===== src/rtl/acpc_pkg.sv =====
// ----------------------------------------------------------------------------
// acpc_pkg
// Shared types, constants and AES-128 round functions.
// ----------------------------------------------------------------------------
package acpc_pkg;

  localparam int unsigned NumRows = 11;  // round key rows
  localparam int unsigned RowW    = 4;

  localparam logic REG_KEY_HIGH = 1'b0;
  localparam logic REG_KEY_LOW  = 1'b1;

  localparam logic [7:0] CTR_IN_START  = 8'd0;
  localparam logic [7:0] CTR_OUT_START = 8'd128;

  typedef struct packed {
    logic         start;
    logic [127:0] blk;
  } eng_req_t;

  typedef struct packed {
    logic         busy;
    logic         done;
    logic [127:0] result;
  } eng_rsp_t;

  localparam logic [7:0] SBOX [256] = '{
    8'h63,8'h7c,8'h77,8'h7b,8'hf2,8'h6b,8'h6f,8'hc5,8'h30,8'h01,8'h67,8'h2b,8'hfe,8'hd7,8'hab,8'h76,
    8'hca,8'h82,8'hc9,8'h7d,8'hfa,8'h59,8'h47,8'hf0,8'had,8'hd4,8'ha2,8'haf,8'h9c,8'ha4,8'h72,8'hc0,
    8'hb7,8'hfd,8'h93,8'h26,8'h36,8'h3f,8'hf7,8'hcc,8'h34,8'ha5,8'he5,8'hf1,8'h71,8'hd8,8'h31,8'h15,
    8'h04,8'hc7,8'h23,8'hc3,8'h18,8'h96,8'h05,8'h9a,8'h07,8'h12,8'h80,8'he2,8'heb,8'h27,8'hb2,8'h75,
    8'h09,8'h83,8'h2c,8'h1a,8'h1b,8'h6e,8'h5a,8'ha0,8'h52,8'h3b,8'hd6,8'hb3,8'h29,8'he3,8'h2f,8'h84,
    8'h53,8'hd1,8'h00,8'hed,8'h20,8'hfc,8'hb1,8'h5b,8'h6a,8'hcb,8'hbe,8'h39,8'h4a,8'h4c,8'h58,8'hcf,
    8'hd0,8'hef,8'haa,8'hfb,8'h43,8'h4d,8'h33,8'h85,8'h45,8'hf9,8'h02,8'h7f,8'h50,8'h3c,8'h9f,8'ha8,
    8'h51,8'ha3,8'h40,8'h8f,8'h92,8'h9d,8'h38,8'hf5,8'hbc,8'hb6,8'hda,8'h21,8'h10,8'hff,8'hf3,8'hd2,
    8'hcd,8'h0c,8'h13,8'hec,8'h5f,8'h97,8'h44,8'h17,8'hc4,8'ha7,8'h7e,8'h3d,8'h64,8'h5d,8'h19,8'h73,
    8'h60,8'h81,8'h4f,8'hdc,8'h22,8'h2a,8'h90,8'h88,8'h46,8'hee,8'hb8,8'h14,8'hde,8'h5e,8'h0b,8'hdb,
    8'he0,8'h32,8'h3a,8'h0a,8'h49,8'h06,8'h24,8'h5c,8'hc2,8'hd3,8'hac,8'h62,8'h91,8'h95,8'he4,8'h79,
    8'he7,8'hc8,8'h37,8'h6d,8'h8d,8'hd5,8'h4e,8'ha9,8'h6c,8'h56,8'hf4,8'hea,8'h65,8'h7a,8'hae,8'h08,
    8'hba,8'h78,8'h25,8'h2e,8'h1c,8'ha6,8'hb4,8'hc6,8'he8,8'hdd,8'h74,8'h1f,8'h4b,8'hbd,8'h8b,8'h8a,
    8'h70,8'h3e,8'hb5,8'h66,8'h48,8'h03,8'hf6,8'h0e,8'h61,8'h35,8'h57,8'hb9,8'h86,8'hc1,8'h1d,8'h9e,
    8'he1,8'hf8,8'h98,8'h11,8'h69,8'hd9,8'h8e,8'h94,8'h9b,8'h1e,8'h87,8'he9,8'hce,8'h55,8'h28,8'hdf,
    8'h8c,8'ha1,8'h89,8'h0d,8'hbf,8'he6,8'h42,8'h68,8'h41,8'h99,8'h2d,8'h0f,8'hb0,8'h54,8'hbb,8'h16
  };

  localparam logic [7:0] RCON [NumRows] = '{
    8'h00,8'h01,8'h02,8'h04,8'h08,8'h10,8'h20,8'h40,8'h80,8'h1b,8'h36
  };

  function automatic logic [7:0] xtime(input logic [7:0] b);
    return {b[6:0], 1'b0} ^ (b[7] ? 8'h1b : 8'h00);
  endfunction

  // one key schedule step: previous 128-bit round key to the next
  function automatic logic [127:0] next_rkey(input logic [127:0] p, input logic [7:0] rc);
    logic [31:0] t;
    logic [31:0] n0, n1, n2, n3;
    t  = {p[23:0], p[31:24]};
    t  = {SBOX[t[31:24]], SBOX[t[23:16]], SBOX[t[15:8]], SBOX[t[7:0]]} ^ {rc, 24'h0};
    n0 = p[127:96] ^ t;
    n1 = p[95:64] ^ n0;
    n2 = p[63:32] ^ n1;
    n3 = p[31:0] ^ n2;
    return {n0, n1, n2, n3};
  endfunction

  // byte i of the state sits at bits [127-8i -: 8]
  function automatic logic [127:0] aes_round(input logic [127:0] s, input logic [127:0] rk,
                                             input logic last);
    logic [7:0]   b [16];
    logic [7:0]   t [16];
    logic [7:0]   m [16];
    logic [7:0]   al;
    logic [127:0] r;
    for (int i = 0; i < 16; i++) b[i] = SBOX[s[127-8*i -: 8]];
    for (int c = 0; c < 4; c++) begin
      for (int i = 0; i < 4; i++) t[i+4*c] = b[i + 4*((c+i) & 3)];
    end
    for (int c = 0; c < 4; c++) begin
      al         = t[4*c] ^ t[4*c+1] ^ t[4*c+2] ^ t[4*c+3];
      m[4*c]     = t[4*c]   ^ al ^ xtime(t[4*c]   ^ t[4*c+1]);
      m[4*c+1]   = t[4*c+1] ^ al ^ xtime(t[4*c+1] ^ t[4*c+2]);
      m[4*c+2]   = t[4*c+2] ^ al ^ xtime(t[4*c+2] ^ t[4*c+3]);
      m[4*c+3]   = t[4*c+3] ^ al ^ xtime(t[4*c+3] ^ t[4*c]);
    end
    for (int i = 0; i < 16; i++) r[127-8*i -: 8] = last ? t[i] : m[i];
    return r ^ rk;
  endfunction

endpackage


===== src/rtl/acpc_rkey.sv =====
// ----------------------------------------------------------------------------
// acpc_rkey
// Key registers and round key memory, refilled by an expansion sweep
// after reset and after every key write.
// ----------------------------------------------------------------------------
module acpc_rkey (
  input  logic                          clk_i,
  input  logic                          rst_ni,
  input  logic                          cfg_we_i,
  input  logic                          cfg_idx_i,
  input  logic [63:0]                   cfg_data_i,
  input  logic [acpc_pkg::RowW-1:0]     rd_addr_i,
  output logic [127:0]                  rd_data_o,
  output logic                          busy_o
);

  localparam int unsigned RowW = acpc_pkg::RowW;

  logic [63:0]               key_hi_q, key_lo_q;
  logic                      busy_q;
  logic [acpc_pkg::RowW-1:0] row_q;
  logic [127:0]              win_q;
  logic [127:0]              row_data;
  logic [127:0]              mem [acpc_pkg::NumRows];
  logic [127:0]              rd_data_q;

  assign row_data = (row_q == '0) ? {key_hi_q, key_lo_q}
                                  : acpc_pkg::next_rkey(win_q, acpc_pkg::RCON[row_q]);

  always_ff @(posedge clk_i or negedge rst_ni) begin
    if (!rst_ni) begin
      key_hi_q <= '0;
      key_lo_q <= '0;
      busy_q   <= 1'b1;
      row_q    <= '0;
    end else if (cfg_we_i) begin
      if (cfg_idx_i == acpc_pkg::REG_KEY_HIGH) key_hi_q <= cfg_data_i;
      else                                     key_lo_q <= cfg_data_i;
      busy_q <= 1'b1;
      row_q  <= '0;
    end else if (busy_q) begin
      row_q <= row_q + 1'b1;
      if (row_q == RowW'(acpc_pkg::NumRows - 1)) busy_q <= 1'b0;
    end
  end

  always_ff @(posedge clk_i) begin
    if (busy_q) begin
      mem[row_q] <= row_data;
      win_q      <= row_data;
    end
    rd_data_q <= mem[rd_addr_i];
  end

  assign rd_data_o = rd_data_q;
  assign busy_o    = busy_q;

endmodule


===== config.mk =====
export PLATFORM = sky130hd
export DESIGN_NAME = acpc_rkey
export DESIGN_NICKNAME = d
export VERILOG_FILES = /design/src/rtl/acpc_pkg.sv /design/src/rtl/acpc_rkey.sv
export SDC_FILE = /design/constraint.sdc
export NUM_CORES = 2
export LEC_CHECK = 0
export ABC_AREA = 1
export BUFFER_PORTS_ARGS = -buffer_cell sky130_fd_sc_hd__buf_2
export CAP_MARGIN = 20
export CORE_ASPECT_RATIO = 1.4
export CORE_UTILIZATION = 55
export CTS_CLUSTER_SIZE = 10
export DETAILED_ROUTE_END_ITERATION = 16
export PLACE_DENSITY = 0.69
export SYNTH_ARGS = -nofsm -noshare
export SYNTH_HDL_FRONTEND = slang
export SYNTH_SLANG_ARGS = --single-unit

===== constraint.sdc =====
create_clock -name clk_i -period 33.4 [get_ports clk_i]
set_input_delay 3.34 -clock clk_i [delete_from_list [all_inputs] [get_ports clk_i]]
set_output_delay 3.34 -clock clk_i [all_outputs]
set_load 0.05 [all_outputs]

### After elaboration in Yosys (flattened, before gate mapping)

Memory sizes are Yosys's and may differ from the RTL's. A register that Yosys moved wholly into a read port is not among the register bits.
Index checks and enable logic that the tools add are counted.

| operators by class | value |
|---|---|
| magnitude comparators | 5 |
| equal/unequal tests | 1 |
| bitwise gates (word level) | 11 |
| reduce and logical (&&, ||, !) cells | 4 |
| $add $sub $neg | 1 |
| mux-type cells | 18 |

Operator list:

| kind | count |
|---|---|
| $xor 32x32->32 | 5 |
| $mux 128 | 1 |
| $mux 8 | 10 |
| $ge 9x9->1 const B | 4 |
| $not 8->9 | 4 |
| $mux 4 | 2 |
| $ge 5x5->1 const B | 1 |
| $mux 1 | 5 |
| $not 4->5 | 1 |
| $add 4x1->4 const B | 1 |
| $eq 4x4->1 const B | 1 |
| $logic_not 4->1 | 1 |
| $reduce_and 2->1 | 2 |
| $reduce_bool 2->1 | 1 |
| $not 1->1 | 1 |

| word-level totals | value |
|---|---|
| memory bits (writable) | 1408 |
| memories | 6 |
| memory bits (read-only) | 8320 |
| bits in registers | 261 |
| word-level logic and storage cells | 51 |

Memory list:

| memory | depth | bits a word | read ports | clocked after memory_dff | write ports | RTL line | text |
|---|---|---|---|---|---|---|---|
| (no name shown) | 256 | 8 | 1 | 0 | 0 | acpc_pkg.sv:59 | `t = {SBOX[t[31:24]], SBOX[t[23:16]], SBOX[t[15:8]], SBOX[t[7:0]]} ^ {rc, 24'h0};` |
| (no name shown) | 256 | 8 | 1 | 0 | 0 | acpc_pkg.sv:59 |  |
| (no name shown) | 256 | 8 | 1 | 0 | 0 | acpc_pkg.sv:59 |  |
| (no name shown) | 256 | 8 | 1 | 0 | 0 | acpc_pkg.sv:59 |  |
| mem | 11 | 128 | 1 | 1 | 1 | acpc_rkey.sv:24 | `logic [127:0] mem [acpc_pkg::NumRows];` |
| (no name shown) | 16 | 8 | 1 | 0 | 0 | acpc_rkey.sv:28 | `: acpc_pkg::next_rkey(win_q, acpc_pkg::RCON[row_q]);` |

### Logic depth before layout (Yosys ltp)

| logic depth | value |
|---|---|
| depth after elaboration | 10 |
| depth in mapped cells | 23 |
| depth with buffers taken out | 21 |

### Worst setup path before layout

OpenSTA, ideal clock, no wires.

| timing | value |
|---|---|
| path type | reg-to-reg |
| start point | register busy_q (netlist: busy_o) |
| end point | memory mem[4][0], enable pin |
| stages on the path, launching flop included | 4 |
| path buffers | 1 |
| data required time | 32.628 ns |
| library setup time | 0.772 ns |
| setup slack | 21.309 ns |
| arrival | 11.320 ns |
| cells stage by stage | dfstp_2 -> clkbuf_1 -> inv_1 -> nor3_1 |

| between the ends | value |
|---|---|
| cells in the longest elaborated chain, start to end | 2 |

RTL lines:

| item | RTL line | text |
|---|---|---|
| start: declaration | acpc_rkey.sv:20 | `logic busy_q;` |
| start signal: assignment | acpc_rkey.sv:34 | `busy_q <= 1'b1;` |
| start signal: assignment | acpc_rkey.sv:39 | `busy_q <= 1'b1;` |
| start signal: assignment | acpc_rkey.sv:43 | `if (row_q == RowW'(acpc_pkg::NumRows - 1)) busy_q <= 1'b0;` |
| $mux 1 | acpc_rkey.sv:48 | `if (busy_q) begin` |
| $mux 1 (not written as such) | acpc_rkey.sv:49 | `mem[row_q] <= row_data;` |
| end: declaration | acpc_rkey.sv:24 |  |

Every way passes these cells.

==> impl_results.md <==
- Outcome: finished, final reports clean
- DP Area: 0.0838 mm²
- Leakage Power: 33.8 nW
- R2r endpoint: mem[7][14]$_DFFE_PP_
- Share of cells above drive strength 1: 0.0850
- Final Setup Violations: 0
- Total global-route track usage: 0.366
- EDFF count, synth: 1,536
- Initial antenna violation count: 13
- Die Y: 457 µm
- CP Launch Type: input port
- Post-synth cell types: 40
- Peak supply drop: 0.0771 mV
- Worst Path Arrival: 7.24 ns
- Top cell type's share of synthesized area: 0.568
- Critical R2R Launch: win_q[0]$_DFFE_PP_
- CTS resizes: 0
- Hold_sp: mem[10][8]$_DFFE_PP_
- Worst min path class: flip-flop to flip-flop
- Final hold violation count: 0
- Top Ports: 201
- FF-to-FF setup slack: 27.35 ns
- Antenna Violating Nets Remaining: 0
- Cell area after layout: 0.0898 mm²
- Final Core Density: 0.613
- Core region area: 0.146 mm²
- Maxcap violations: 0
- Row cnt: 166
- DRC: 0
- # fillers: 12,001
- Area leader, netlist: edfxtp_1
- Final WL: 277,000 µm
- Post-CTS setup buffers: 0
- GPL Wtd Cong: 1.03
- Rel. slew slack: 0.215
- Crit. End Element: flip-flop
- Vias in the first global route: 60,972
- Max-slew violation count: 0
- FFs w/ async S/R, synth: 0.0740
- Total gr overflow: 0
- Count leader, synth: nand2_1
- #FFs+latches synth: 1,797
- Via-to-Cell Ratio: 6.39
- Minimum clock period after layout: 6.51 ns
- Synth area leaders: edfxtp_1, nand3_1, nand2_1
- Hold EP: rd_data_o[8]$_DFF_P_
- Layout net count: 8,150
- Syn-to-layout area delta: 10.5%
- Data required, critical path: 34.13 ns
- Post-DP HPWL: 170,000 µm
- Largest net degree at the start of global routing: 234
- CP max FO: 181
- Maximum root-to-sink buffer count: 3
- Vias: 64,593
- Hold path depth: 2
- Die width: 327 µm
- Die area: 0.149 mm²
- DRT Pass-1 Iters: 9
- Number of buffers created by CTS: 199
- Setup ws final: 26.89 ns
- Reg2Reg Depth: 19
- Primary FF master, synth: edfxtp_1
- Fraction of the yosys area taken by sequential cells: 0.640
- Fmax: 0.154 GHz
- Starting Density: 0.555
- CTS tree: done
- Worst Setup Path Type: input port to flip-flop
- Place WS: 26.17 ns
- Worst Skew: 0.0818 ns
- Clock-pin slew on the worst setup and hold paths: 0.06 ns
- Overall power: 9.07 mW
- # port buffers: 200
- Clk Latency, worst-skew pair: 0.86 ns
- TritonCTS Sinks: 1,797
- Initial DRC Count: 8,168
- Setup TNS: 0 ns
- Pwr dens: 101 mW/mm²
- CTS Root Cell: clkbuf_16
- First-pass GRT wire length: 403,000 µm
- Synthesized area per cell: 10.2 µm²
- Post-Synthesis Cells: 8,000
- RSZ-0062 raised after global routing: no
- H-tree depth: 4
- Synth Net Count: 8,137
- # hold bufs at CTS: 0
- Fin crit share: 0.195
- Yosys warns: 0
- Post-synth top cells: nand2_1, edfxtp_1, nand3_1
- Wirelength per Cell: 27.4 µm
- Post-synthesis cell area: 0.0812 mm²
- Worst Tran Pin Value: 1.17 ns
[flip-flops by register name, summed over array words and instances, names as in the netlist]
name / count
mem: 1408
win_q: 128
busy_o: 1
rd_data_o: 128
row_q: 4
key_hi_q: 64
key_lo_q: 64
[layer usage]
layer  routed length (µm)  global-route usage
met1               107000               0.482
met2               129000               0.577
met3                24800              0.0655
met4                16500               0.197
met5                   28                   0
[worst max-delay path, cell delays in order]
cell	delay (ns)
clkbuf_8	0.41
inv_8	0.94
buf_4	0.77
buf_4	0.81
o21ai_0	0.28
o22ai_1	0.22
o21ai_0	0.09
o21ai_0	0.16
[layout make-up]
cell class / count / area (µm²) / area share
Antenna cell: 4 / 10.0 / 0.000111
Timing Repair Buffer: 353 / 2300 / 0.0256
Clock inverter: 15 / 230 / 0.00256
Sequential cell: 1797 / 52000 / 0.579
Tap cell: 1932 / 2420 / 0.0269
Multi-Input combinational cell: 5364 / 26100 / 0.290
Inverter: 298 / 1150 / 0.0128
Clock buffer: 342 / 5610 / 0.0625
[metrics by stage]
step                cells  hold slack (ns)
finish              10105            0.452
detailed placement   9733            0.469
floorplan            8000            0.453
CTS                 10090            0.461
global placement     9729            0.465
global route        10101            0.491
[cells in the final DEF, fill, tap and decap left out, types with 142 or more instances in the layout]
| master | instances |
|---|---|
| o21ai_0 | 914 |
| nor2_1 | 812 |
| nand2_1 | 1548 |
| o211ai_1 | 142 |
| edfxtp_1 | 1536 |
| clkbuf_16 | 202 |
| buf_4 | 142 |
| inv_1 | 277 |
| buf_2 | 195 |
| nand3_1 | 1253 |
[power by group]
| group | switching (mW) | internal (mW) | total [mW] |
|---|---|---|---|
| clock | 0.851 | 1.14 | 1.99 |
| sequential | 0.140 | 3.13 | 3.27 |
| combinational | 2.92 | 0.885 | 3.80 |
| total | 3.91 | 5.16 | 9.07 |
[logic make-up (layout without fill, tap and decap cells)]
logic type      after synthesis  count (layout)  synth area share
buf+inv                     839            1008            0.0432
other cells                   0               4                 0
xor+xnor                      8               8          0.000862
fa+ha+maj                    65              65            0.0101
compound gates             1571            1571             0.111
flops                      1797            1797             0.640
simple gates               3720            3720             0.195
[worst max path at each step]
stage                          start                endpoint  slack [ns]  cells past startpoint
CTS                     rd_addr_i[1]   rd_data_o[10]$_DFF_P_       27.03                      8
global placement        rd_addr_i[1]   rd_data_o[14]$_DFF_P_       26.23                      8
global route            rd_addr_i[1]    rd_data_o[5]$_DFF_P_       26.66                      8
floorplan           busy_o$_DFF_PN1_     mem[4][0]$_DFFE_PP_       21.31                      3
finish                  rd_addr_i[1]   rd_data_o[10]$_DFF_P_       26.89                      8
detailed placement      rd_addr_i[1]  rd_data_o[124]$_DFF_P_       26.17                      8
Note: power is estimated with default switching activity, not from simulation.
